==> src/amgb_pkg.sv <==
// Package for the adjacency matrix graph builder: status codes, microcode types and program.
`default_nettype none

package amgb_pkg;

  localparam int KEY_W = 32;
  localparam int STATUS_W = 3;
  localparam int VCOUNT_W = 7;
  localparam int ACOUNT_W = 13;
  localparam int UPC_W = 4;

  localparam logic [STATUS_W-1:0] ST_OK      = 3'd0;
  localparam logic [STATUS_W-1:0] ST_DUP     = 3'd1;
  localparam logic [STATUS_W-1:0] ST_FULL    = 3'd2;
  localparam logic [STATUS_W-1:0] ST_MISSING = 3'd3;
  localparam logic [STATUS_W-1:0] ST_EXISTS  = 3'd4;

  typedef logic [UPC_W-1:0] upc_t;

  typedef enum logic [3:0] {
    OP_WAIT,
    OP_SCAN,
    OP_NOP,
    OP_VTX_CHECK,
    OP_VTX_ADD,
    OP_ARC_RDT,
    OP_ARC_RDH,
    OP_ARC_TEST,
    OP_ARC_WT,
    OP_ARC_WH,
    OP_FINISH
  } op_t;

  typedef enum logic [3:0] {
    J_NEVER,
    J_ALWAYS,
    J_NO_INPUT,
    J_SCAN_MORE,
    J_IS_ARC,
    J_VTX_FAIL,
    J_KEY_MISSING,
    J_ARC_EXISTS,
    J_OUT_FREE
  } cond_t;

  typedef struct packed {
    op_t   op;
    cond_t cond;
    upc_t  target;
  } ctrl_t;

  typedef struct packed {
    logic in_valid;
    logic scan_more;
    logic is_arc;
    logic vtx_fail;
    logic key_missing;
    logic arc_exists;
    logic out_free;
  } cond_flags_t;

  typedef struct packed {
    logic scan_more;
    logic full;
    logic found_a;
    logic found_b;
  } key_flags_t;

  localparam upc_t UA_WAIT = 4'd0;
  localparam upc_t UA_SCAN = 4'd1;
  localparam upc_t UA_DISP = 4'd2;
  localparam upc_t UA_VCHK = 4'd3;
  localparam upc_t UA_VADD = 4'd4;
  localparam upc_t UA_ARDT = 4'd5;
  localparam upc_t UA_ARDH = 4'd6;
  localparam upc_t UA_ATST = 4'd7;
  localparam upc_t UA_AWT  = 4'd8;
  localparam upc_t UA_AWH  = 4'd9;
  localparam upc_t UA_FIN  = 4'd10;
  localparam upc_t UA_HOLD = 4'd11;

  // A step jumps to its target when its condition holds and falls through otherwise.
  function automatic ctrl_t ucode_rom(input upc_t addr);
    ctrl_t w;
    case (addr)
      UA_WAIT: w = '{op: OP_WAIT,      cond: J_NO_INPUT,    target: UA_WAIT};
      UA_SCAN: w = '{op: OP_SCAN,      cond: J_SCAN_MORE,   target: UA_SCAN};
      UA_DISP: w = '{op: OP_NOP,       cond: J_IS_ARC,      target: UA_ARDT};
      UA_VCHK: w = '{op: OP_VTX_CHECK, cond: J_VTX_FAIL,    target: UA_FIN};
      UA_VADD: w = '{op: OP_VTX_ADD,   cond: J_ALWAYS,      target: UA_FIN};
      UA_ARDT: w = '{op: OP_ARC_RDT,   cond: J_KEY_MISSING, target: UA_FIN};
      UA_ARDH: w = '{op: OP_ARC_RDH,   cond: J_NEVER,       target: UA_WAIT};
      UA_ATST: w = '{op: OP_ARC_TEST,  cond: J_ARC_EXISTS,  target: UA_FIN};
      UA_AWT:  w = '{op: OP_ARC_WT,    cond: J_NEVER,       target: UA_WAIT};
      UA_AWH:  w = '{op: OP_ARC_WH,    cond: J_ALWAYS,      target: UA_FIN};
      UA_FIN:  w = '{op: OP_FINISH,    cond: J_OUT_FREE,    target: UA_WAIT};
      UA_HOLD: w = '{op: OP_NOP,       cond: J_ALWAYS,      target: UA_FIN};
      default: w = '{op: OP_NOP,       cond: J_ALWAYS,      target: UA_WAIT};
    endcase
    return w;
  endfunction

endpackage

`default_nettype wire

==> src/amgb_key_table.sv <==
// Vertex key table: key memory, vertex count and the scan that looks up both keys at once.
`default_nettype none

module amgb_key_table #(
  parameter int MAX_VERTICES = 64
) (
  input  wire logic                          clk,
  input  wire logic                          rst,
  input  wire amgb_pkg::op_t                 op,
  input  wire logic                          load,
  input  wire logic [amgb_pkg::KEY_W-1:0]    load_key_a,
  input  wire logic [amgb_pkg::KEY_W-1:0]    load_key_b,
  output amgb_pkg::key_flags_t               flags,
  output logic [$clog2(MAX_VERTICES)-1:0]    idx_a,
  output logic [$clog2(MAX_VERTICES)-1:0]    idx_b,
  output logic [$clog2(MAX_VERTICES+1)-1:0]  count
);

  localparam int IW = $clog2(MAX_VERTICES);
  localparam int CW = $clog2(MAX_VERTICES + 1);

  logic [amgb_pkg::KEY_W-1:0] keys [MAX_VERTICES];
  logic [amgb_pkg::KEY_W-1:0] key_a;
  logic [amgb_pkg::KEY_W-1:0] key_b;
  logic [amgb_pkg::KEY_W-1:0] rd_key;
  logic [IW-1:0]              rd_index;
  logic                       rd_valid;
  logic [CW-1:0]              idx;
  logic                       found_a;
  logic                       found_b;
  logic                       scan_more;
  logic                       do_read;

  assign scan_more = (idx != count);
  assign do_read   = (op == amgb_pkg::OP_SCAN) && scan_more;

  assign flags.scan_more = scan_more;
  assign flags.full      = (count == CW'(MAX_VERTICES));
  assign flags.found_a   = found_a;
  assign flags.found_b   = found_b;

  always_ff @(posedge clk) begin
    if (do_read) begin
      rd_key <= keys[idx[IW-1:0]];
    end
    if (op == amgb_pkg::OP_VTX_ADD) begin
      keys[count[IW-1:0]] <= key_a;
    end
  end

  // The compare of a word read in the last scan step happens in the step after it,
  // so the found flags are final once the scan has fallen through.
  always_ff @(posedge clk) begin
    if (rst) begin
      count    <= '0;
      idx      <= '0;
      rd_valid <= 1'b0;
      found_a  <= 1'b0;
      found_b  <= 1'b0;
    end else begin
      rd_valid <= do_read;
      if (load) begin
        idx     <= '0;
        found_a <= 1'b0;
        found_b <= 1'b0;
      end else begin
        if (do_read) begin
          idx <= idx + CW'(1);
        end
        if (rd_valid && (rd_key == key_a) && !found_a) begin
          found_a <= 1'b1;
        end
        if (rd_valid && (rd_key == key_b) && !found_b) begin
          found_b <= 1'b1;
        end
      end
      if (op == amgb_pkg::OP_VTX_ADD) begin
        count <= count + CW'(1);
      end
    end
  end

  always_ff @(posedge clk) begin
    if (load) begin
      key_a <= load_key_a;
      key_b <= load_key_b;
    end
    if (do_read) begin
      rd_index <= idx[IW-1:0];
    end
    if (rd_valid && (rd_key == key_a) && !found_a) begin
      idx_a <= rd_index;
    end
    if (rd_valid && (rd_key == key_b) && !found_b) begin
      idx_b <= rd_index;
    end
  end

endmodule

`default_nettype wire

==> config.mk <==
export PLATFORM = sky130hd
export DESIGN_NAME = amgb_key_table
export DESIGN_NICKNAME = d
export VERILOG_FILES = /design/src/amgb_pkg.sv /design/src/amgb_key_table.sv
export SDC_FILE = /design/constraint.sdc
export NUM_CORES = 2
export LEC_CHECK = 0
export ABC_AREA = 1
export BUFFER_PORTS_ARGS = -buffer_cell sky130_fd_sc_hd__buf_2
export CAP_MARGIN = 30
export CORE_ASPECT_RATIO = 0.6
export CORE_MARGIN = 8
export CORE_UTILIZATION = 49
export DETAILED_ROUTE_END_ITERATION = 8
export HOLD_SLACK_MARGIN = 0.15
export PLACE_DENSITY_LB_ADDON = 0.2
export SLEW_MARGIN = 20
export SYNTH_ARGS = -nofsm -noshare
export SYNTH_HDL_FRONTEND = slang
export SYNTH_SLANG_ARGS = --single-unit
==> constraint.sdc <==
create_clock -name clk -period 5.6 [get_ports clk]
set_clock_uncertainty 0.2 [all_clocks]
set_input_delay 1.12 -clock clk [delete_from_list [all_inputs] [get_ports clk]]
set_output_delay 1.12 -clock clk [all_outputs]
set_load 0.01 [all_outputs]
## Word level (Yosys, flattened, before mapping)

Memory sizes are Yosys's and may differ from the RTL's. A register that Yosys moved wholly into a read port is not among the register bits.
Cells that the tools add are included.
Widths: inputs -> output; s select.

| word-level totals | value |
|---|---|
| bits in registers | 99 |
| latch bits | 0 |
| bits in writable memories | 2048 |
| ROM bits | 0 |
| input port bits | 71 |
| word-level logic and storage cells | 29 |
| memories kept | 1 |

| cells by class | value |
|---|---|
| add/subtract/negate cells | 2 |
| $mul | 0 |
| div/mod/pow operators | 0 |
| $lt $le $gt $ge | 0 |
| equal/unequal tests | 6 |
| shift operators | 0 |
| mux-type cells | 2 |
| bitwise logic cells | 0 |
| reductions and logical operators | 8 |

Memory list:

| memory | depth | bits a word | rd ports | clocked after memory_dff | write ports | line | text |
|---|---|---|---|---|---|---|---|
| keys | 64 | 32 | 1 | 1 | 1 | amgb_key_table.sv:22 | `logic [amgb_pkg::KEY_W-1:0] keys [MAX_VERTICES];` |

Operators by type and width:

| operator | number |
|---|---|
| $eq 32x32->1 | 2 |
| $add 7x1->7 const B | 2 |
| $eq 7x7->1 const B | 1 |
| $ne 7x7->1 | 1 |
| $logic_and 1x1->1 | 5 |
| $eq 4x1->1 const B | 1 |
| $eq 4x3->1 const B | 1 |
| $logic_not 1->1 | 2 |
| $mux 1 | 2 |
| $reduce_or 2->1 | 1 |

## Logic depth before layout (Yosys ltp)

| logic depth | value |
|---|---|
| word-level depth | 3 |
| gate-level depth with buffers | 16 |

## Worst setup path before layout

OpenSTA, ideal clock, no wires.

| timing | value |
|---|---|
| kind | input -> register |
| start | input port op[1] |
| end | memory keys[39][0] in the netlist's numbering, enable pin |
| arrival | 4.031 ns |
| required time | 4.939 ns |
| slack | 0.908 ns |
| stages on the path | 5 |
| buffers on the path | 0 |
| cell sequence | nor2_1 > nand2_1 > nor2_1 > nand3_1 > nor3_1 |

| between the ends | value |
|---|---|
| word-level cells in the longest chain between the ends | 3 |

Ends and longest elaborated chain:

| what | line | text |
|---|---|---|
| start: declaration | amgb_key_table.sv:9 | `input wire amgb_pkg::op_t op,` |
| $eq 4x3->1 | amgb_key_table.sv:46 | `if (op == amgb_pkg::OP_VTX_ADD) begin` |
| $mux 1 | amgb_key_table.sv:46 |  |
| $mux 1 (not written as such) | amgb_key_table.sv:47 | `keys[count[IW-1:0]] <= key_a;` |
| end: declaration | amgb_key_table.sv:22 |  |

Every way passes these cells.

==> run summary <==
Num CTS Buffers -> 204
iteration-0 DRC count of the detailed router -> 9402
crit path max fanout -> 86
Worst-path clk slew -> 0.07 ns
port bufs -> 93
CP Buf/Inv Count -> 2
Slew Limit Fails -> 0
WHS Path Cells -> 1
total of warnings raised by yosys -> 0
Seq cells post-synth -> 2179
final period utilization -> 0.797
CTS max path bufs -> 4
FP Rows -> 123
Post-Route Utilization -> 0.547
Final Instance Area -> 102000 um2
hold_buf cts -> 0
P_leak -> 39.9 nW
worst hold margin -> 0.244 ns
CP max stage delay -> 0.96 ns
VDD IR max -> 0.000242 V
core footprint -> 187000 um2
share of cells above drive strength 1 -> 0.0744
R2R depth -> 13
DPL Wire Length -> 167000 um
crit-path most repeated cell -> nand2_1
EDFF count, synth -> 2162
routed length per instance -> 24.7 um
worst r2r src -> idx[0]$_SDFFE_PP0P_
mean post-synth cell area -> 10.8 um2
min cycle time layout -> 4.47 ns
routed wire length -> 278000 um
net count after synthesis -> 8599
total power -> 32.5 mW
drt first pass iters -> 5
kind of critical path -> reg -> out
global route total overflow -> 0
post-synthesis cell type count -> 34
setup TNS -> 0 ns
cell count after synthesis -> 8525
Post-Place Cell Area -> 95700 um2
FF-to-FF End -> rd_key[14]$_DFFE_PP_
Hold EP -> key_a[30]$_DFFE_PP_
pwr dens -> 318 nW/um2
critical path startpoint category -> flip-flop
worst hold path startpoint -> load_key_a[30]
maxcap violations -> 0
Via Count -> 62100
setup repair bufs after CTS -> 0
largest net degree at the start of global routing -> 173
FF-to-FF setup slack -> 1.80 ns
Primary FF master, synth -> edfxtp_1
cts repair resizes -> 0
WP data arrival -> 3.15 ns
H-tree Lvls -> 4
Max Clk Rate -> 224 MHz
nets@finish -> 8656
first-pass GRT wire length -> 398000 um
Post-synth ARST share -> 0
number of primary I/O pins -> 94
Fin. Hold Viols -> 0
drc violations -> 0
Worst Setup End Kind -> output port
Setup Viol. Count Final -> 0
worst setup margin -> 1.13 ns
antenna violations before repair -> 16
Antenna Nets Post-Route -> 0
worst min-delay path class -> in -> reg
initial core utilization -> 0.491
pre-CTS setup slack -> 1.31 ns
critical path, cell by cell -> inv_8, nand2_1, nand2_1, a21oi_2, nand3_2, buf_2
Die Y -> 351 um
clock latency on the worst-skew pair -> 0.87 ns
Post-Layout Cell Count -> 11200
CTS tree -> yes
Seq/Total Area, Yosys -> 0.712
All-Layer GR Usage -> 0.269
Tightest Pin Transition -> 1.06 ns
Root Driver -> clkbuf_16
Worst slew margin -> 0.296
clock sinks -> 2179
unrepaired setup endpoints after global routing -> no
CP required -> 4.28 ns
mapped cell area -> 91700 um2
Final GP Congestion -> 0.976
area delta synth->final -> 11.4%
vias in the first global route -> 56500
via/cell ratio -> 5.53
CP max-delay cell -> dfxtp_4
CP delay by family, top -> flip-flops
DIE WIDTH -> 574 um
outcome -> finished clean
Die ar. -> 202000 um2
placed cells -> 10900
cells in the mapped netlist, types with 19 or more instances:
cell,n,area share
nor2_1,944,0.039
or2_2,19,0.0013
buf_2,180,0.0098
o21ai_0,427,0.023
o211ai_1,83,0.0068
buf_1,56,0.0023
edfxtp_1,2162,0.71
nand2_1,2366,0.097
a21oi_1,84,0.0046
clkbuf_1,185,0.0076
inv_1,1043,0.043
nand3_1,871,0.048
registers in the layout, indices dropped and copies added (netlist names), 6 cells and up:
register  cells
key_a        32
idx_a         6
idx_b         6
rd_index      6
count         7
key_b        32
idx           7
keys       2048
rd_key       32
report_power, final:
group          leakage [nW]  switching [mW]  internal [mW]  total (mW)
combinational          17.2           0.754          0.126       0.880
clock                  3.03            6.04           7.38        13.4
sequential             19.6          0.0644           18.1        18.2
kinds of logic (layout without fill, tap and decap cells):
logic type	Yosys count	in the layout	synth area share
flops	2179	2179	0.712
buf+inv	1482	1698	0.0637
xor+xnor	19	19	0.00181
fa+ha+maj	3	3	0.000409
simple gates	4240	4240	0.187
other cells	0	3	0
compound gates	602	602	0.0353
routing by layer:
layer  track usage  share of wire  up-vias
met5       0.00352        0.00039        -
met4        0.0686          0.026        4
met3        0.0918           0.14      381
met2         0.353           0.39     3329
met1         0.422           0.45    30100
li1              -              -    28300
final cells by class:
| class | count | area [um2] |
|---|---|---|
| Fill cell | 15900 | 84500 |
| Sequential cell | 2179 | 65300 |
| Multi-Input combinational cell | 4864 | 21100 |
| Clock buffer | 257 | 5350 |
| Inverter | 1048 | 3960 |
| Tap cell | 2500 | 3130 |
| Timing Repair Buffer | 285 | 2490 |
| Clock inverter | 108 | 892 |
| Antenna cell | 3 | 7.51 |
layout by cell type (no fill, tap or decap), drive strengths merged, types with 9 or more instances in the layout:
master,count
o211ai,83
edfxtp,2162
nand2,2367
clkbuf,258
o21ai,430
or2,19
xor2,9
buf,284
xnor2,10
nand4,15
dfxtp,17
a21oi,85
clkinv,87
bufinv,14
inv,1048
nand3,872
nor2,944
nor3,17
worst register-to-register path: cells and delay by family (launching register included):
family / cells / cell delay (ns)
simple gates: 9 / 0.74
buf+inv: 4 / 1.66
flops: 1 / 0.96
worst max-delay path by stage:
| stage | start | to | slack (ns) | cells past startpoint |
|---|---|---|---|---|
| 3_3_place_gp | op[1] | keys[32][20]$_DFFE_PP_ | 1.25 | 6 |
| 5_1_grt | idx[0]$_SDFFE_PP0P_ | flags[3] | 1.0 | 6 |
| 2_1_floorplan | op[1] | keys[39][0]$_DFFE_PP_ | 0.91 | 5 |
| 3_5_place_dp | op[1] | keys[8][31]$_DFFE_PP_ | 1.31 | 8 |
| 4_1_cts | idx[0]$_SDFFE_PP0P_ | flags[3] | 1.10 | 6 |
| 6_report | idx[0]$_SDFFE_PP0P_ | flags[3] | 1.13 | 6 |
Power figures use the tool's default switching activity.
