File: src/amgb_pkg.sv
// Package for the adjacency matrix graph builder: status codes, microcode types and program.
`default_nettype none

package amgb_pkg;

  localparam int KEY_W = 32;
  localparam int STATUS_W = 3;
  localparam int VCOUNT_W = 7;
  localparam int ACOUNT_W = 13;
  localparam int UPC_W = 4;

  localparam logic [STATUS_W-1:0] ST_OK      = 3'd0;
  localparam logic [STATUS_W-1:0] ST_DUP     = 3'd1;
  localparam logic [STATUS_W-1:0] ST_FULL    = 3'd2;
  localparam logic [STATUS_W-1:0] ST_MISSING = 3'd3;
  localparam logic [STATUS_W-1:0] ST_EXISTS  = 3'd4;

  typedef logic [UPC_W-1:0] upc_t;

  typedef enum logic [3:0] {
    OP_WAIT,
    OP_SCAN,
    OP_NOP,
    OP_VTX_CHECK,
    OP_VTX_ADD,
    OP_ARC_RDT,
    OP_ARC_RDH,
    OP_ARC_TEST,
    OP_ARC_WT,
    OP_ARC_WH,
    OP_FINISH
  } op_t;

  typedef enum logic [3:0] {
    J_NEVER,
    J_ALWAYS,
    J_NO_INPUT,
    J_SCAN_MORE,
    J_IS_ARC,
    J_VTX_FAIL,
    J_KEY_MISSING,
    J_ARC_EXISTS,
    J_OUT_FREE
  } cond_t;

  typedef struct packed {
    op_t   op;
    cond_t cond;
    upc_t  target;
  } ctrl_t;

  typedef struct packed {
    logic in_valid;
    logic scan_more;
    logic is_arc;
    logic vtx_fail;
    logic key_missing;
    logic arc_exists;
    logic out_free;
  } cond_flags_t;

  typedef struct packed {
    logic scan_more;
    logic full;
    logic found_a;
    logic found_b;
  } key_flags_t;

  localparam upc_t UA_WAIT = 4'd0;
  localparam upc_t UA_SCAN = 4'd1;
  localparam upc_t UA_DISP = 4'd2;
  localparam upc_t UA_VCHK = 4'd3;
  localparam upc_t UA_VADD = 4'd4;
  localparam upc_t UA_ARDT = 4'd5;
  localparam upc_t UA_ARDH = 4'd6;
  localparam upc_t UA_ATST = 4'd7;
  localparam upc_t UA_AWT  = 4'd8;
  localparam upc_t UA_AWH  = 4'd9;
  localparam upc_t UA_FIN  = 4'd10;
  localparam upc_t UA_HOLD = 4'd11;

  // A step jumps to its target when its condition holds and falls through otherwise.
  function automatic ctrl_t ucode_rom(input upc_t addr);
    ctrl_t w;
    case (addr)
      UA_WAIT: w = '{op: OP_WAIT,      cond: J_NO_INPUT,    target: UA_WAIT};
      UA_SCAN: w = '{op: OP_SCAN,      cond: J_SCAN_MORE,   target: UA_SCAN};
      UA_DISP: w = '{op: OP_NOP,       cond: J_IS_ARC,      target: UA_ARDT};
      UA_VCHK: w = '{op: OP_VTX_CHECK, cond: J_VTX_FAIL,    target: UA_FIN};
      UA_VADD: w = '{op: OP_VTX_ADD,   cond: J_ALWAYS,      target: UA_FIN};
      UA_ARDT: w = '{op: OP_ARC_RDT,   cond: J_KEY_MISSING, target: UA_FIN};
      UA_ARDH: w = '{op: OP_ARC_RDH,   cond: J_NEVER,       target: UA_WAIT};
      UA_ATST: w = '{op: OP_ARC_TEST,  cond: J_ARC_EXISTS,  target: UA_FIN};
      UA_AWT:  w = '{op: OP_ARC_WT,    cond: J_NEVER,       target: UA_WAIT};
      UA_AWH:  w = '{op: OP_ARC_WH,    cond: J_ALWAYS,      target: UA_FIN};
      UA_FIN:  w = '{op: OP_FINISH,    cond: J_OUT_FREE,    target: UA_WAIT};
      UA_HOLD: w = '{op: OP_NOP,       cond: J_ALWAYS,      target: UA_FIN};
      default: w = '{op: OP_NOP,       cond: J_ALWAYS,      target: UA_WAIT};
    endcase
    return w;
  endfunction

endpackage

`default_nettype wire

File: src/amgb_sequencer.sv
// Microcode sequencer: step counter, control store lookup and conditional jumps.
`default_nettype none

module amgb_sequencer (
  input  wire logic                 clk,
  input  wire logic                 rst,
  input  wire amgb_pkg::cond_flags_t flags,
  output amgb_pkg::ctrl_t           ctrl
);

  amgb_pkg::upc_t upc;
  amgb_pkg::upc_t upc_next;
  logic           take;

  assign ctrl = amgb_pkg::ucode_rom(upc);

  always_comb begin
    case (ctrl.cond)
      amgb_pkg::J_NEVER:       take = 1'b0;
      amgb_pkg::J_ALWAYS:      take = 1'b1;
      amgb_pkg::J_NO_INPUT:    take = !flags.in_valid;
      amgb_pkg::J_SCAN_MORE:   take = flags.scan_more;
      amgb_pkg::J_IS_ARC:      take = flags.is_arc;
      amgb_pkg::J_VTX_FAIL:    take = flags.vtx_fail;
      amgb_pkg::J_KEY_MISSING: take = flags.key_missing;
      amgb_pkg::J_ARC_EXISTS:  take = flags.arc_exists;
      amgb_pkg::J_OUT_FREE:    take = flags.out_free;
      default:                 take = 1'b1;
    endcase
    upc_next = take ? ctrl.target : upc + amgb_pkg::upc_t'(1);
  end

  always_ff @(posedge clk) begin
    if (rst) begin
      upc <= amgb_pkg::UA_WAIT;
    end else begin
      upc <= upc_next;
    end
  end

endmodule

`default_nettype wire

File: config.mk
export PLATFORM = sky130hd
export DESIGN_NAME = amgb_sequencer
export DESIGN_NICKNAME = d
export VERILOG_FILES = /design/src/amgb_pkg.sv /design/src/amgb_sequencer.sv
export SDC_FILE = /design/constraint.sdc
export NUM_CORES = 1
export LEC_CHECK = 0
export ABC_AREA = 1
export CORE_MARGIN = 1.5
export CORE_UTILIZATION = 25
export CTS_CLUSTER_SIZE = 8
export DETAILED_ROUTE_END_ITERATION = 7
export DONT_BUFFER_PORTS = 1
export HOLD_SLACK_MARGIN = 0.15
export MAX_ROUTING_LAYER = met4
export PLACE_DENSITY = 0.38
export RECOVER_POWER = 50
export SLEW_MARGIN = 40
export SYNTH_ARGS = -nofsm -noshare
export SYNTH_HDL_FRONTEND = slang
export SYNTH_SLANG_ARGS = --single-unit
File: constraint.sdc
create_clock -name clk -period 3.45 [get_ports clk]
set_input_delay 0 -clock clk [delete_from_list [all_inputs] [get_ports clk]]
set_output_delay 0 -clock clk [all_outputs]
set_load 0.05 [all_outputs]
After elaboration in Yosys (flattened, before gate mapping)
Memory sizes are Yosys's and may differ from the RTL's. A register that Yosys moved wholly into a read port is not among the register bits.
Cells that the tools add are included.
{"block": "totals", "reg_bits": 4, "memories": 1, "elab_cells": 15, "romBits": 192, "out_inout_bits": 12, "in_bits": 9}
{"block": "op_classes", "n_reduce_logical": 2, "addsub": 1, "n_eq_ne": 7, "n_mux": 3}
{"name": "(name not given)", "words": 16, "word_bits": 12, "rd": 1, "rd_clocked_by_memory_dff": 1, "wr": 0, "line_no": "amgb_pkg.sv:85", "source": "case (addr)"}
{"operator": "$eq A4 B3 Y1 const B", "n": 4}
{"operator": "$eq A4 B2 Y1 const B", "n": 2}
{"operator": "$mux W4", "n": 2}
{"operator": "$pmux W1 S8", "n": 1}
{"operator": "$add A4 B1 Y4 const B", "n": 1}
{"operator": "$eq A4 B4 Y1 const B", "n": 1}
{"operator": "$logic_not A4 Y1", "n": 1}
{"operator": "$logic_not A1 Y1", "n": 1}

Longest topological paths before layout
Gate-level depths: netlist of run 1.
{"block": "depth", "ltp_word": 4, "depth_mapped": 14, "mapped_depth_nobuf": 14}

Worst setup path after synthesis of run 1
OpenSTA, ideal clock, no wires.
{"block": "synth_timing", "path_kind": "register -> register", "startpoint": "register, netlist name ctrl[5]", "endpoint": "register, netlist name ctrl[4]", "path_stages_with_launch": 14, "n_path_buf": 0, "t_arrival_ps": 1922, "required_time_ps": 3332, "setup_ps": 118, "slack_ps": 1410, "period_less_slack_ps": 2040, "path_cell_list": "dfxtp_1 nand2_1 nor2_1 nor2_1 nand2_2 nand2_2 nor2_4 nor2_2 nor2_8 ha_1 inv_1 nand2_1 nand2_1 o21ai_1"}
{"block": "synth_via", "elab_chain_cells": 4, "word_cells_on_any_way": 11, "cone_classes": "eq/ne: 7; mux: 3; reduce/logical: 1"}
{"element": "$eq A4 B4 Y1, or another cell as far along", "line_no": "amgb_sequencer.sv:18", "source": "case (ctrl.cond)"}
{"element": "$pmux W1 S8 *", "line_no": "amgb_sequencer.sv:18"}
{"element": "$mux W4 *", "line_no": "amgb_sequencer.sv:30", "source": "upc_next = take ? ctrl.target : upc + amgb_pkg::upc_t'(1);"}
{"element": "$mux W4 (no source line) *"}
Every way passes the cells marked *; elsewhere a longest branch is shown, timed or not.
A chain may end at the register's enable or synchronous reset.

==> results of run 1 <==
==> timing repair <==
item	4_1_cts	5_1_grt
hold buffers	4	0
setup buffers	0	0
hold endpoints to repair	7	0
==> synth_stat cells, drive strengths merged <==
library cell / count / area (um2)
o21ai: 5 / 36.3
nor2: 10 / 71.3
inv: 13 / 48.8
nand4: 2 / 12.5
a21oi: 2 / 10.0
nand3: 9 / 62.6
xor2: 2 / 17.5
dfxtp: 15 / 300
buf: 1 / 7.51
nand2: 29 / 139
ha: 3 / 37.5
nor3: 3 / 25.0
==> registers in the layout, summed over array words and instances, names as in the netlist <==
name / count
ctrl: 11
upc: 4
==> area by class of cell <==
type	instances	area share, %
Multi-Input combinational cell	65	47.1
Inverter	13	5.62
Tap cell	31	4.47
Timing Repair Buffer	5	5.04
Sequential cell	15	34.6
Clock inverter	1	0.576
Clock buffer	3	2.59
==> power groups by stage <==
stage,Sequential [mW],Combinational (mW),Clock (mW)
2_1_floorplan,0.448,0.387,0
3_3_place_gp,0.454,0.472,0
3_5_place_dp,0.454,0.472,0
4_1_cts,0.449,0.493,0.106
5_1_grt,0.456,0.546,0.111
6_report,0.446,0.477,0.0994
==> worst min-delay path, delay by kind of cell <==
family	cells	cell delay, ns
simple gates	6	0.51
==> kinds of logic after synthesis <==
kind of cell             share of synthesized area [%]
AO/OA/AOI/OAI                                     6.03
buffers and inverters                             7.33
flip-flops                                        39.1
adder cells (fa/ha/maj)                           4.89
XOR/XNOR                                          2.28
AND/OR/NAND/NOR                                   40.4
==> worst max path at each step <==
stage	from	to	depth (start not counted)
after global placement	ctrl[5]$_SDFF_PN0_	ctrl[4]$_DFF_P_	12
after floorplan	ctrl[5]$_SDFF_PN0_	ctrl[4]$_DFF_P_	13
after global routing	ctrl[3]$_DFF_P_	upc[1]$_SDFF_PP0_	7
after detailed placement	ctrl[5]$_SDFF_PN0_	ctrl[4]$_DFF_P_	13
final	ctrl[3]$_DFF_P_	upc[1]$_SDFF_PP0_	7
after CTS	ctrl[5]$_SDFF_PN0_	upc[1]$_SDFF_PP0_	10
==> stage by stage <==
| step | hold slack (ns) | utilization (%) |
|---|---|---|
| detailed placement | 0.338 | 28.5 |
| CTS | 0.281 | 30.9 |
| global route | 0.330 | 30.7 |
| finish | 0.268 | 30.7 |
| global placement | 0.335 | 28.5 |
| floorplan | 0.299 | - |
==> layer usage <==
layer / routed length, um / vias up / global-route usage (%)
met5: 0 / - / -
met4: 18 / 0 / 5.98
li1: - / 310 / -
met1: 726 / 266 / 12.8
met3: 87 / 2 / 2.86
met2: 722 / 15 / 14.6
==> impl_summary.md, run 1 <==
Timing
Setup repair after global routing left no endpoint under its margin. Headroom to the max-slew limit came out at 20.4%. The ratio of final minimum period to clock period is 82.6%. The setup clock skew after layout is 0.00212 ns.

The transition at the pin with the smallest max-transition slack is 1.19 ns. The worst-case setup margin in the final layout is 0.599 ns. The maximum clock frequency is 351 MHz.

The worst path needs 2.85 ns of the cycle, external delays included. The max-slew violation count was 0. The setup total negative slack is 0 ns. The count of endpoints failing hold in the final timing report is 0.

Setup violations remaining at the end of the flow were counted as 0.

Power
The peak ir drop on the vdd network is 0.000457 V. The switching component of the power is 573 uW. The switching power as a share of total power is 56.0%.

The share of total power dissipated in the clock network is 9.7%. The power density relative to cell area is 1180 nW/um2. The total power draw is 1.02 mW.

Of the total power, registers draw 43.6%. Per report_power, the combinational group accounts for 46.7% of the total. For this design the static power due to leakage is 0.434 nW.

The design internal power is 450 uW.

Min path
The sink of the worst hold path is upc[0]$_SDFF_PP0_. The number of cells traversed by the worst hold path is 6. The class of the tightest hold or removal check is in2reg. The critical hold path startpoint is flags[3].

Yosys
The total of flip-flops plus latches after synthesis is 15. The number of instances in the synthesized netlist is 94. Sequential cells were found to cover 39.1% of the synthesized design area. The mean instance size in the synthesized netlist is 8.17 um2. Yosys printed 0 warnings.

The post-synth design cell area is 768 um2. Counting distinct cell types in the post-synthesis netlist gives 23. The number of nets in the synthesized netlist is 106.

Cells and area
Leaving out fill and tap cells, the most frequent cells in the layout are sky130_fd_sc_hd__nand2_1 (21), sky130_fd_sc_hd__dfxtp_1 (15), sky130_fd_sc_hd__inv_1 (11). The number of fillers in the final layout is 318. The net total in the final layout is 115. Leaving out fill and tap cells, the most frequent cell in the layout is sky130_fd_sc_hd__nand2_1. The ratio of cells with drive above 1 in the final layout is 21.6%.

Excluding fillers, the count of instances in the completed layout stands at 133. The sequential cells in the finished layout cover a total of 300 um2. The number of diodes is 0. Compared with the post-synthesis result, the final layout area differs by 13.0%. The multi-input combinational cell area is 409 um2. Once layout is done, the placed cells without fillers occupy 868 um2.

Die
From bottom edge to top edge, the die measures 58.4 um. The number of placed I/O pins is 21. Once the floorplan was initialized, standard cells occupied 27.2% of the core. In this run the horizontal extent of the chip is 58.4 um. The area enclosed by the die boundary is 3410 um2. The number of standard-cell rows in the floorplan is 19.

The core region is 2830 um2.

Placed design
The half-perimeter wire length of the detailed placement result is 1190 um. The placed instances occupy a cell area of 807 um2. Routability-driven placement finished with a final weighted congestion of 0.749. The cell total after placement is 125. Input and output buffers added on the ports amount to 0. The worst slack at placement is 1.21 ns.

Detailed routing
The violation count after the first detailed-routing iteration is 11. The mean number of vias per cell is 4.46. The first detailed-routing pass ran for 4 iterations.

After detailed routing, the average wire length per cell comes to 11.7 um. The number of routed nets with antenna violations is 0. The total vias in the final route is 593. The final wirelength is 1550 um. After detailed routing, the number of remaining DRC violations is 0.

CTS
Gates resized during post-CTS repair numbered 0. Clock tree synthesis found a total of 15 sinks. The number of clock buffers inserted by TritonCTS is 3. For the worst-skew pair, the clock arrives at the later sink with an insertion delay of 0.28 ns. The total number of H-tree levels is 1. The clock passes through at most 2 buffers. The CTS tree is yes. CTS placed an instance of sky130_fd_sc_hd__clkbuf_4 at the clock tree root. The clock-pin slew on the worst setup and hold paths is 0.09 ns.

Critical path
The largest individual stage delay along the critical path comes from the cell sky130_fd_sc_hd__clkbuf_1. The setup check on the worst reg-to-reg path leaves a slack of 0.60 ns. The worst setup path is of the reg2reg kind. The element type at the critical path start is a flip-flop.

The number of cells on the worst reg-to-reg path is 7. Data on the critical path is required at its endpoint by 3.68 ns. The buffering stage count on the worst path with inverters included is 4. STA classifies the critical path endpoint as a flip-flop.

In this design, the stage delay of the slowest critical-path cell is 0.88 ns. For the worst setup path, the data arrival time is 3.08 ns. The end of the worst register-to-register path is upc[1]$_SDFF_PP0_. The critical-path maximum fanout is 4. Among cell families on the critical path, the largest total delay comes from buffers and inverters. In this run the critical register-to-register path is launched from ctrl[3]$_DFF_P_. Walking the worst path, the cells encountered are clkbuf_1, inv_1, nand2_4, nand2_4, dlygate4sd3_1, nor2_1, dlygate4sd3_1.

GRT
For this run the aggregate overflow at the end of global routing stands at 0. The first-pass GRT wire length is 2480 um. Across every metal layer, demand over resource in global routing totals 10.2%.

The initial antenna violation count came to 0. The number of global-route vias before repair came to 553. The maximum number of pins on one net before global-route repair is 10.

Outcome
The run finished with clean final reports.

Run
The count of max-cap constraint violations is 0.
Note: power is estimated with default switching activity, not from simulation.
==> run 2: changes to the inputs <==
==> constraint.sdc (replaced) <==
create_clock -name clk -period 2.8 [get_ports clk]
set_input_delay 0 -clock clk [delete_from_list [all_inputs] [get_ports clk]]
set_output_delay 0 -clock clk [all_outputs]
set_load 0.05 [all_outputs]
==> impl_summary.md, run 2 (same netlist as run 1, synthesis figures left out) <==
GRT
The total routing resource utilization after global routing is 10.9% (+0.61 points). The maximum number of pins on one net before global-route repair is 9 (-1). The final global-route overflow total is 0 (unchanged).

The first-pass GRT wire length is 2590 um (+4.7%). The number of global-route vias before repair is 573 (+3.6%). The initial antenna violation count came to 0 (unchanged).

CTS
The number of clock buffers inserted by TritonCTS was 3 (unchanged). The clock-pin slew on the worst setup and hold paths is 0.09 ns (about the same). The sink count of the clock tree came to 15 (unchanged). The latest clock arrival within the worst-skew pair is 0.28 ns (about the same). Clock tree synthesis selected as its root buffer the cell sky130_fd_sc_hd__clkbuf_4. TritonCTS built the clock tree. The total number of H-tree levels is 1 (unchanged). The maximum clock path buffer count is 2 (unchanged).

Power
The switching power as a share of total power is 55.1% (-0.92 points). The fraction of power consumed by sequential logic is 35.9% (-7.7 points). The leakage power is 0.450 nW (+3.7%).

The switching component of the power came to 715 uW (+25%). The combinational cell fraction of total power came to 54.3% (+7.6 points). The total power draw is 1.30 mW (+27%).

The part of the total power dissipated in the clock network is 9.8% (about the same). The peak ir drop on the vdd network is 0.000516 V (+13%). The design internal power is 583 uW (+30%). The power density relative to cell area is 1450 nW/um2 (+23%).

Timing
The worst-case setup margin in the final layout was 0.295 ns (-0.304 ns). The ratio of final minimum period to clock period is 89.5% (+6.8 points). The remaining max-slew budget at the tightest pin came to 62.2% (+42 points). The maximum clock frequency is 399 MHz (+14%).

The count of endpoints failing hold in the final timing report came to 0 (unchanged). The max-slew violation count is 0 (unchanged). The total setup violations reported at the end of the flow is 0 (unchanged).

The setup total negative slack is 0 ns (unchanged). The transition at the pin with the smallest max-transition slack came to 0.567 ns (-0.627 ns). The worst hold-check slack is 0.290 ns (+0.0212 ns).

The clock period minus final worst setup slack is 2.50 ns (-0.346 ns). Setup repair after global routing left no endpoint under its margin. The setup clock skew after layout is 0.00120 ns (-0.000914 ns).

Critical path
The type of the worst setup path is reg2reg. Broken down by cell family, the worst path's largest delay share belongs to buffers and inverters. Walking the worst path, the cells encountered are buf_4, nand2_1, nor2_1, nor2_1, nand2_1, nand3_2, nand2_4, nand2_4, dlygate4sd3_1, nor2_1, dlygate4sd3_1. The critical path depth in cells is 11 (+4). The required arrival time at the worst endpoint is 3.03 ns (-0.65 ns). The critical path arrival was 2.74 ns (-0.34 ns). The highest cell delay on the worst timing path is 0.56 ns (-0.32 ns).

The number of cells on the worst reg-to-reg path is 11 (+4). Counting stages on the worst path, the most repeated cell is sky130_fd_sc_hd__nor2_1. The critical-path maximum fanout is 7 (+3).

The worst setup path is captured at a flip-flop. The buffering stage count on the worst path with inverters included is 3 (-1). STA classifies the critical path startpoint as a flip-flop. The cell at the slowest stage of the critical path is sky130_fd_sc_hd__dlygate4sd3_1.

Placed design
The final weighted congestion in routability-driven placement was 0.721 (-3.7%). The count of buffers inserted at the top-level ports was 0 (unchanged). The cell total after placement is 128 (+2.4%).

The worst slack at placement is 0.843 ns (-0.372 ns). The half-perimeter wire length of the detailed placement result came to 1190 um (-0.18%). The post-place instance area is 830 um2 (+2.8%).

Detailed routing
The total vias in the final route came to 606 (+2.2%). The violation count after the first detailed-routing iteration is 27 (+16). The final wirelength was 1580 um (+1.7%). The number of routed nets with antenna violations is 0 (unchanged). The detailed-routing iteration count for the pre-antenna-repair pass is 4 (unchanged). The post-detailed-route wirelength per cell was 11.6 um (-0.51%). The number of remaining DRC errors is 0 (unchanged). The mean number of vias per cell was 4.46 (about the same).

Cells and area
The final instance count without filler cells is 136 (+2.3%). The ratio of cells with drive above 1 in the final layout was 23.8% (+2.2 points). From synthesis to final layout, the design area changed by 16.3%. Leaving out fill and tap cells, the most frequent cell in the layout is sky130_fd_sc_hd__nand2_1. The number of fillers in the final layout is 296 (-6.9%). The net total in the final layout was 118 (+2.6%).

The flip-flop count of the largest register after layout is 11 (unchanged). The cell area after layout came to 893 um2 (+2.9%). The number of diodes is 0 (unchanged). The final cell utilization of the core is 31.6% (+0.88 points). In the layout the commonest cells are sky130_fd_sc_hd__nand2_1 (22), sky130_fd_sc_hd__dfxtp_1 (15), sky130_fd_sc_hd__inv_1 (11).

Outcome
The run finished with clean final reports.

Die
The effective utilization at floorplan came to 27.2% (unchanged). The overall die width was 58.4 um (unchanged). The height of the die was 58.4 um (unchanged). The number of standard-cell rows in the floorplan was 19 (unchanged). The area enclosed by the die boundary is 3410 um2 (unchanged). The number of placed I/O pins is 21 (unchanged). The area of the placeable core is 2830 um2 (unchanged).

Run
The count of max-cap constraint violations came to 0 (unchanged).

Min path
The number of cells traversed by the worst hold path is 6 (unchanged). The class of the tightest hold or removal check is in2reg.
run 2: repair_timing:
item	4_1_cts	5_1_grt
hold buffers	4	0
buffers inserted	0	0
resized for setup	0	0
endpoints found under the hold margin	9	0
run 2: layer usage:
metal | part of all wire [%] | global-route usage (%) | up-vias
met5 | 0 | - | -
li1 | - | - | 320
met4 | 2.7 | 8.97 | 0
met2 | 44 | 15.2 | 25
met1 | 47 | 13.1 | 257
met3 | 6.1 | 2.42 | 4
run 2: power by group through the flow:
stage | clock network (mW) | logic, mW | registers (mW)
2_1_floorplan | 0 | 0.477 | 0.552
3_3_place_gp | 0 | 0.690 | 0.475
3_5_place_dp | 0 | 0.689 | 0.473
4_1_cts | 0.137 | 0.717 | 0.468
5_1_grt | 0.145 | 0.785 | 0.477
6_report | 0.127 | 0.705 | 0.466
run 2: path summary, 6_finish.rpt:
kind                       from                end  slack, ns
max          ctrl[5]$_SDFF_PN0_  upc[1]$_SDFF_PP0_       0.30
min                    flags[3]  upc[0]$_SDFF_PP0_       0.29
max reg2reg  ctrl[5]$_SDFF_PN0_  upc[1]$_SDFF_PP0_       0.30
min reg2reg   upc[0]$_SDFF_PP0_  upc[0]$_SDFF_PP0_       0.72
run 2: worst reg2reg max path, cell delays in order, from the launching register on:
cell                            delay [ns]
sky130_fd_sc_hd__dfxtp_1              0.32
sky130_fd_sc_hd__buf_4                0.22
sky130_fd_sc_hd__nand2_1              0.07
sky130_fd_sc_hd__nor2_1               0.09
sky130_fd_sc_hd__nor2_1               0.04
sky130_fd_sc_hd__nand2_1              0.17
sky130_fd_sc_hd__nand3_2              0.16
sky130_fd_sc_hd__nand2_4              0.13
sky130_fd_sc_hd__nand2_4              0.06
sky130_fd_sc_hd__dlygate4sd3_1        0.56
sky130_fd_sc_hd__nor2_1               0.09
sky130_fd_sc_hd__dlygate4sd3_1        0.54
run 2: layout make-up:
type                            count  area (um2)  area share [%]
Multi-Input combinational cell     65         409            45.8
Tap cell                           31        38.8            4.34
Timing Repair Buffer                8        70.1            7.84
Inverter                           13        48.8            5.46
Sequential cell                    15         300            33.6
Clock buffer                        4        26.3            2.94
==> run 3: changes to the inputs <==
--- a/config.mk
+++ b/config.mk
@@ -13,7 +13,7 @@
 export DONT_BUFFER_PORTS = 1
 export HOLD_SLACK_MARGIN = 0.15
 export MAX_ROUTING_LAYER = met4
-export PLACE_DENSITY = 0.38
+export PLACE_DENSITY_LB_ADDON = 0.15
 export RECOVER_POWER = 50
 export SLEW_MARGIN = 40
 export SYNTH_ARGS = -nofsm -noshare
==> impl_summary.md, run 3 (same netlist as run 1, synthesis figures left out) <==
GRT
The initial antenna violation count is 0 (unchanged). The first-pass GRT wire length is 2620 um (+0.81%). The final global-route overflow total is 0 (unchanged). The maximum number of pins on one net before global-route repair came to 10 (+1). The number of global-route vias before repair is 616 (+7.5%).

The total routing resource utilization after global routing is 10.7% (-0.18 points).

Critical path
The number of cells on the worst reg-to-reg path was 8 (-3). The reg-to-reg critical path startpoint is ctrl[7]$_SDFF_PP0_. The worst setup path is captured at a flip-flop. The highest cell delay on the worst timing path is 0.54 ns (-0.02 ns). The critical path is of the reg2reg type. On the critical path, the stage with the largest delay is an instance of sky130_fd_sc_hd__clkbuf_1. The required arrival time at the worst endpoint is 2.98 ns (-0.05 ns). The end of the worst register-to-register path is upc[1]$_SDFF_PP0_. Walking the worst path, the cells encountered are clkbuf_1, o21ai_4, nand3_2, nand2_4, nand2_4, dlygate4sd3_1, nor2_1, dlygate4sd3_1. The element type at the critical path start is a flip-flop. The critical-path maximum fanout was 4 (-3).

The critical path arrival is 2.75 ns (about the same). The register-to-register setup slack is 0.23 ns (-0.06 ns).

Cells and area
In the layout the commonest cells are sky130_fd_sc_hd__nand2_1 (21), sky130_fd_sc_hd__dfxtp_1 (15), sky130_fd_sc_hd__inv_1 (11). The final instance count without filler cells is 137 (+0.74%). The library cell used most frequently in the layout, excluding fill and tap cells, is sky130_fd_sc_hd__nand2_1.

The flip-flop count of the largest register after layout was 11 (unchanged). The net total in the final layout is 119 (+0.85%). The number of fillers in the final layout is 312 (+5.4%). The number of diodes is 0 (unchanged). The ratio of cells with drive above 1 in the final layout is 24.5% (+0.72 points). The relative area change from synthesis to final layout is 16.9%.

Timing
The ratio of final minimum period to clock period is 91.6% (+2.2 points). The total setup violations reported at the end of the flow is 0 (unchanged). The setup total negative slack is 0 ns (unchanged). The max-slew violation count came to 0 (unchanged). The transition at the pin with the smallest max-transition slack is 0.710 ns (+0.144 ns). The worst hold-check slack was 0.260 ns (-0.0294 ns). The remaining max-slew budget at the tightest pin is 52.6% (-9.5 points). The count of endpoints failing hold in the final timing report is 0 (unchanged). The maximum clock frequency is 390 MHz (-2.4%). The setup clock skew after layout is 0.00341 ns (+0.00221 ns).

Setup repair after global routing left no endpoint under its margin. The clock period minus final worst setup slack was 2.57 ns (+0.0606 ns).

CTS
The CTS tree is yes. The number of gates resized after cts came to 0 (unchanged). The clock-pin slew on the worst setup and hold paths is 0.10 ns (about the same). The maximum clock path buffer count is 2 (unchanged). The sink count of the clock tree came to 15 (unchanged). The library cell used as clock root buffer is sky130_fd_sc_hd__clkbuf_4.

The total number of H-tree levels is 1 (unchanged). The latest clock arrival within the worst-skew pair was 0.28 ns (about the same). The number of clock buffers inserted by TritonCTS is 3 (unchanged).

Die
The area of the placeable core is 2830 um2 (unchanged). The height of the die is 58.4 um (unchanged). The area enclosed by the die boundary is 3410 um2 (unchanged). The number of standard-cell rows in the floorplan is 19 (unchanged). The overall die width is 58.4 um (unchanged).

The effective utilization at floorplan was 27.2% (unchanged). The number of placed I/O pins was 21 (unchanged).

Min path
The sink of the worst hold path is upc[0]$_SDFF_PP0_. The startpoint identified for the worst hold timing path is flags[3]. The number of cells traversed by the worst hold path is 6 (unchanged). The class of the tightest hold or removal check is in2reg.

Placed design
The cell total after placement is 129 (+0.78%). The count of buffers inserted at the top-level ports is 0 (unchanged). The final weighted congestion in routability-driven placement is 0.711 (-1.4%). The half-perimeter wire length of the detailed placement result is 1150 um (-3.4%).

Detailed routing
The number of routed nets with antenna violations is 0 (unchanged). The detailed-routing iteration count for the pre-antenna-repair pass is 4 (unchanged). The final wirelength is 1500 um (-4.9%). The post-detailed-route wirelength per cell is 11.0 um (-5.6%). The number of remaining DRC errors came to 0 (unchanged).

The mean number of vias per cell is 4.29 (-3.7%). The violation count after the first detailed-routing iteration is 17 (-37%). The total vias in the final route is 588 (-3.0%).

Power
The leakage power is 0.454 nW (+0.94%). The peak ir drop on the vdd network is 0.000380 V (-26%). The power density relative to cell area is 1440 nW/um2 (-0.90%).

Run
The count of max-cap constraint violations is 0 (unchanged).

Outcome
The run finished with clean final reports.
run 3: cell types whose count changed in the layout (fill, tap and decap cells not counted), sizes merged:
cell,previous run,this run
clkinv,0,1
run 3: worst max-delay path, delay by kind of cell (launching register included):
family	cells	cell delay, ns
AOI/OAI and AO/OA	1	0.16
and+or+nand+nor	4	0.36
DFF	1	0.32
buffers and inverters	3	1.62
run 3: cell type report:
type                    instances  area [um2]  area share, %
inverters                      13        48.8           5.43
flip-flops and latches         15         300           33.4
clock inverters                 1        5.00          0.557
repair buffers                  9        73.8           8.22
multi-input cells              65         409           45.5
well taps                      31        38.8           4.32
clock buffers                   3        22.5           2.51
run 3: how the worst max path moves through the flow:
stage	to	slack [ns]	start	cells after the start
4_1_cts	upc[1]$_SDFF_PP0_	0.36	ctrl[6]$_SDFF_PN0_	10
3_5_place_dp	ctrl[4]$_DFF_P_	0.86	ctrl[5]$_SDFF_PN0_	14
2_1_floorplan	ctrl[4]$_DFF_P_	0.76	ctrl[5]$_SDFF_PN0_	13
6_report	upc[1]$_SDFF_PP0_	0.23	ctrl[7]$_SDFF_PP0_	8
3_3_place_gp	ctrl[4]$_DFF_P_	0.89	ctrl[5]$_SDFF_PN0_	14
5_1_grt	upc[1]$_SDFF_PP0_	0.11	ctrl[7]$_SDFF_PP0_	8
run 3: repair_timing:
item,4_1_cts,5_1_grt
setup buffers,0,0
hold endpoints to repair,9,0
hold buffers,4,0
run 3: stage by stage:
stage / setup WS [ns] / utilization, % / instance area (um2) / power (mW)
finish: 0.235 / 31.8 / 898 / 1.29
global route: 0.107 / 31.8 / 898 / 1.41
CTS: 0.361 / 32.0 / 905 / 1.32
detailed placement: 0.856 / 29.6 / 837 / 1.17
global placement: 0.895 / 29.6 / 837 / 1.17
floorplan: 0.760 / - / 768 / 1.03
run 3: metal layers:
metal	part of all wire [%]	track usage [%]	up-vias
li1	-	-	318
met5	0	-	-
met3	5.7	2.20	2
met2	44	16.5	17
met4	0.93	6.98	0
met1	50	12.5	251
run 3: power by group:
| group | internal (mW) | switching, mW |
|---|---|---|
| combinational | 0.226 | 0.486 |
| sequential | 0.301 | 0.154 |
| clock | 0.0530 | 0.0737 |
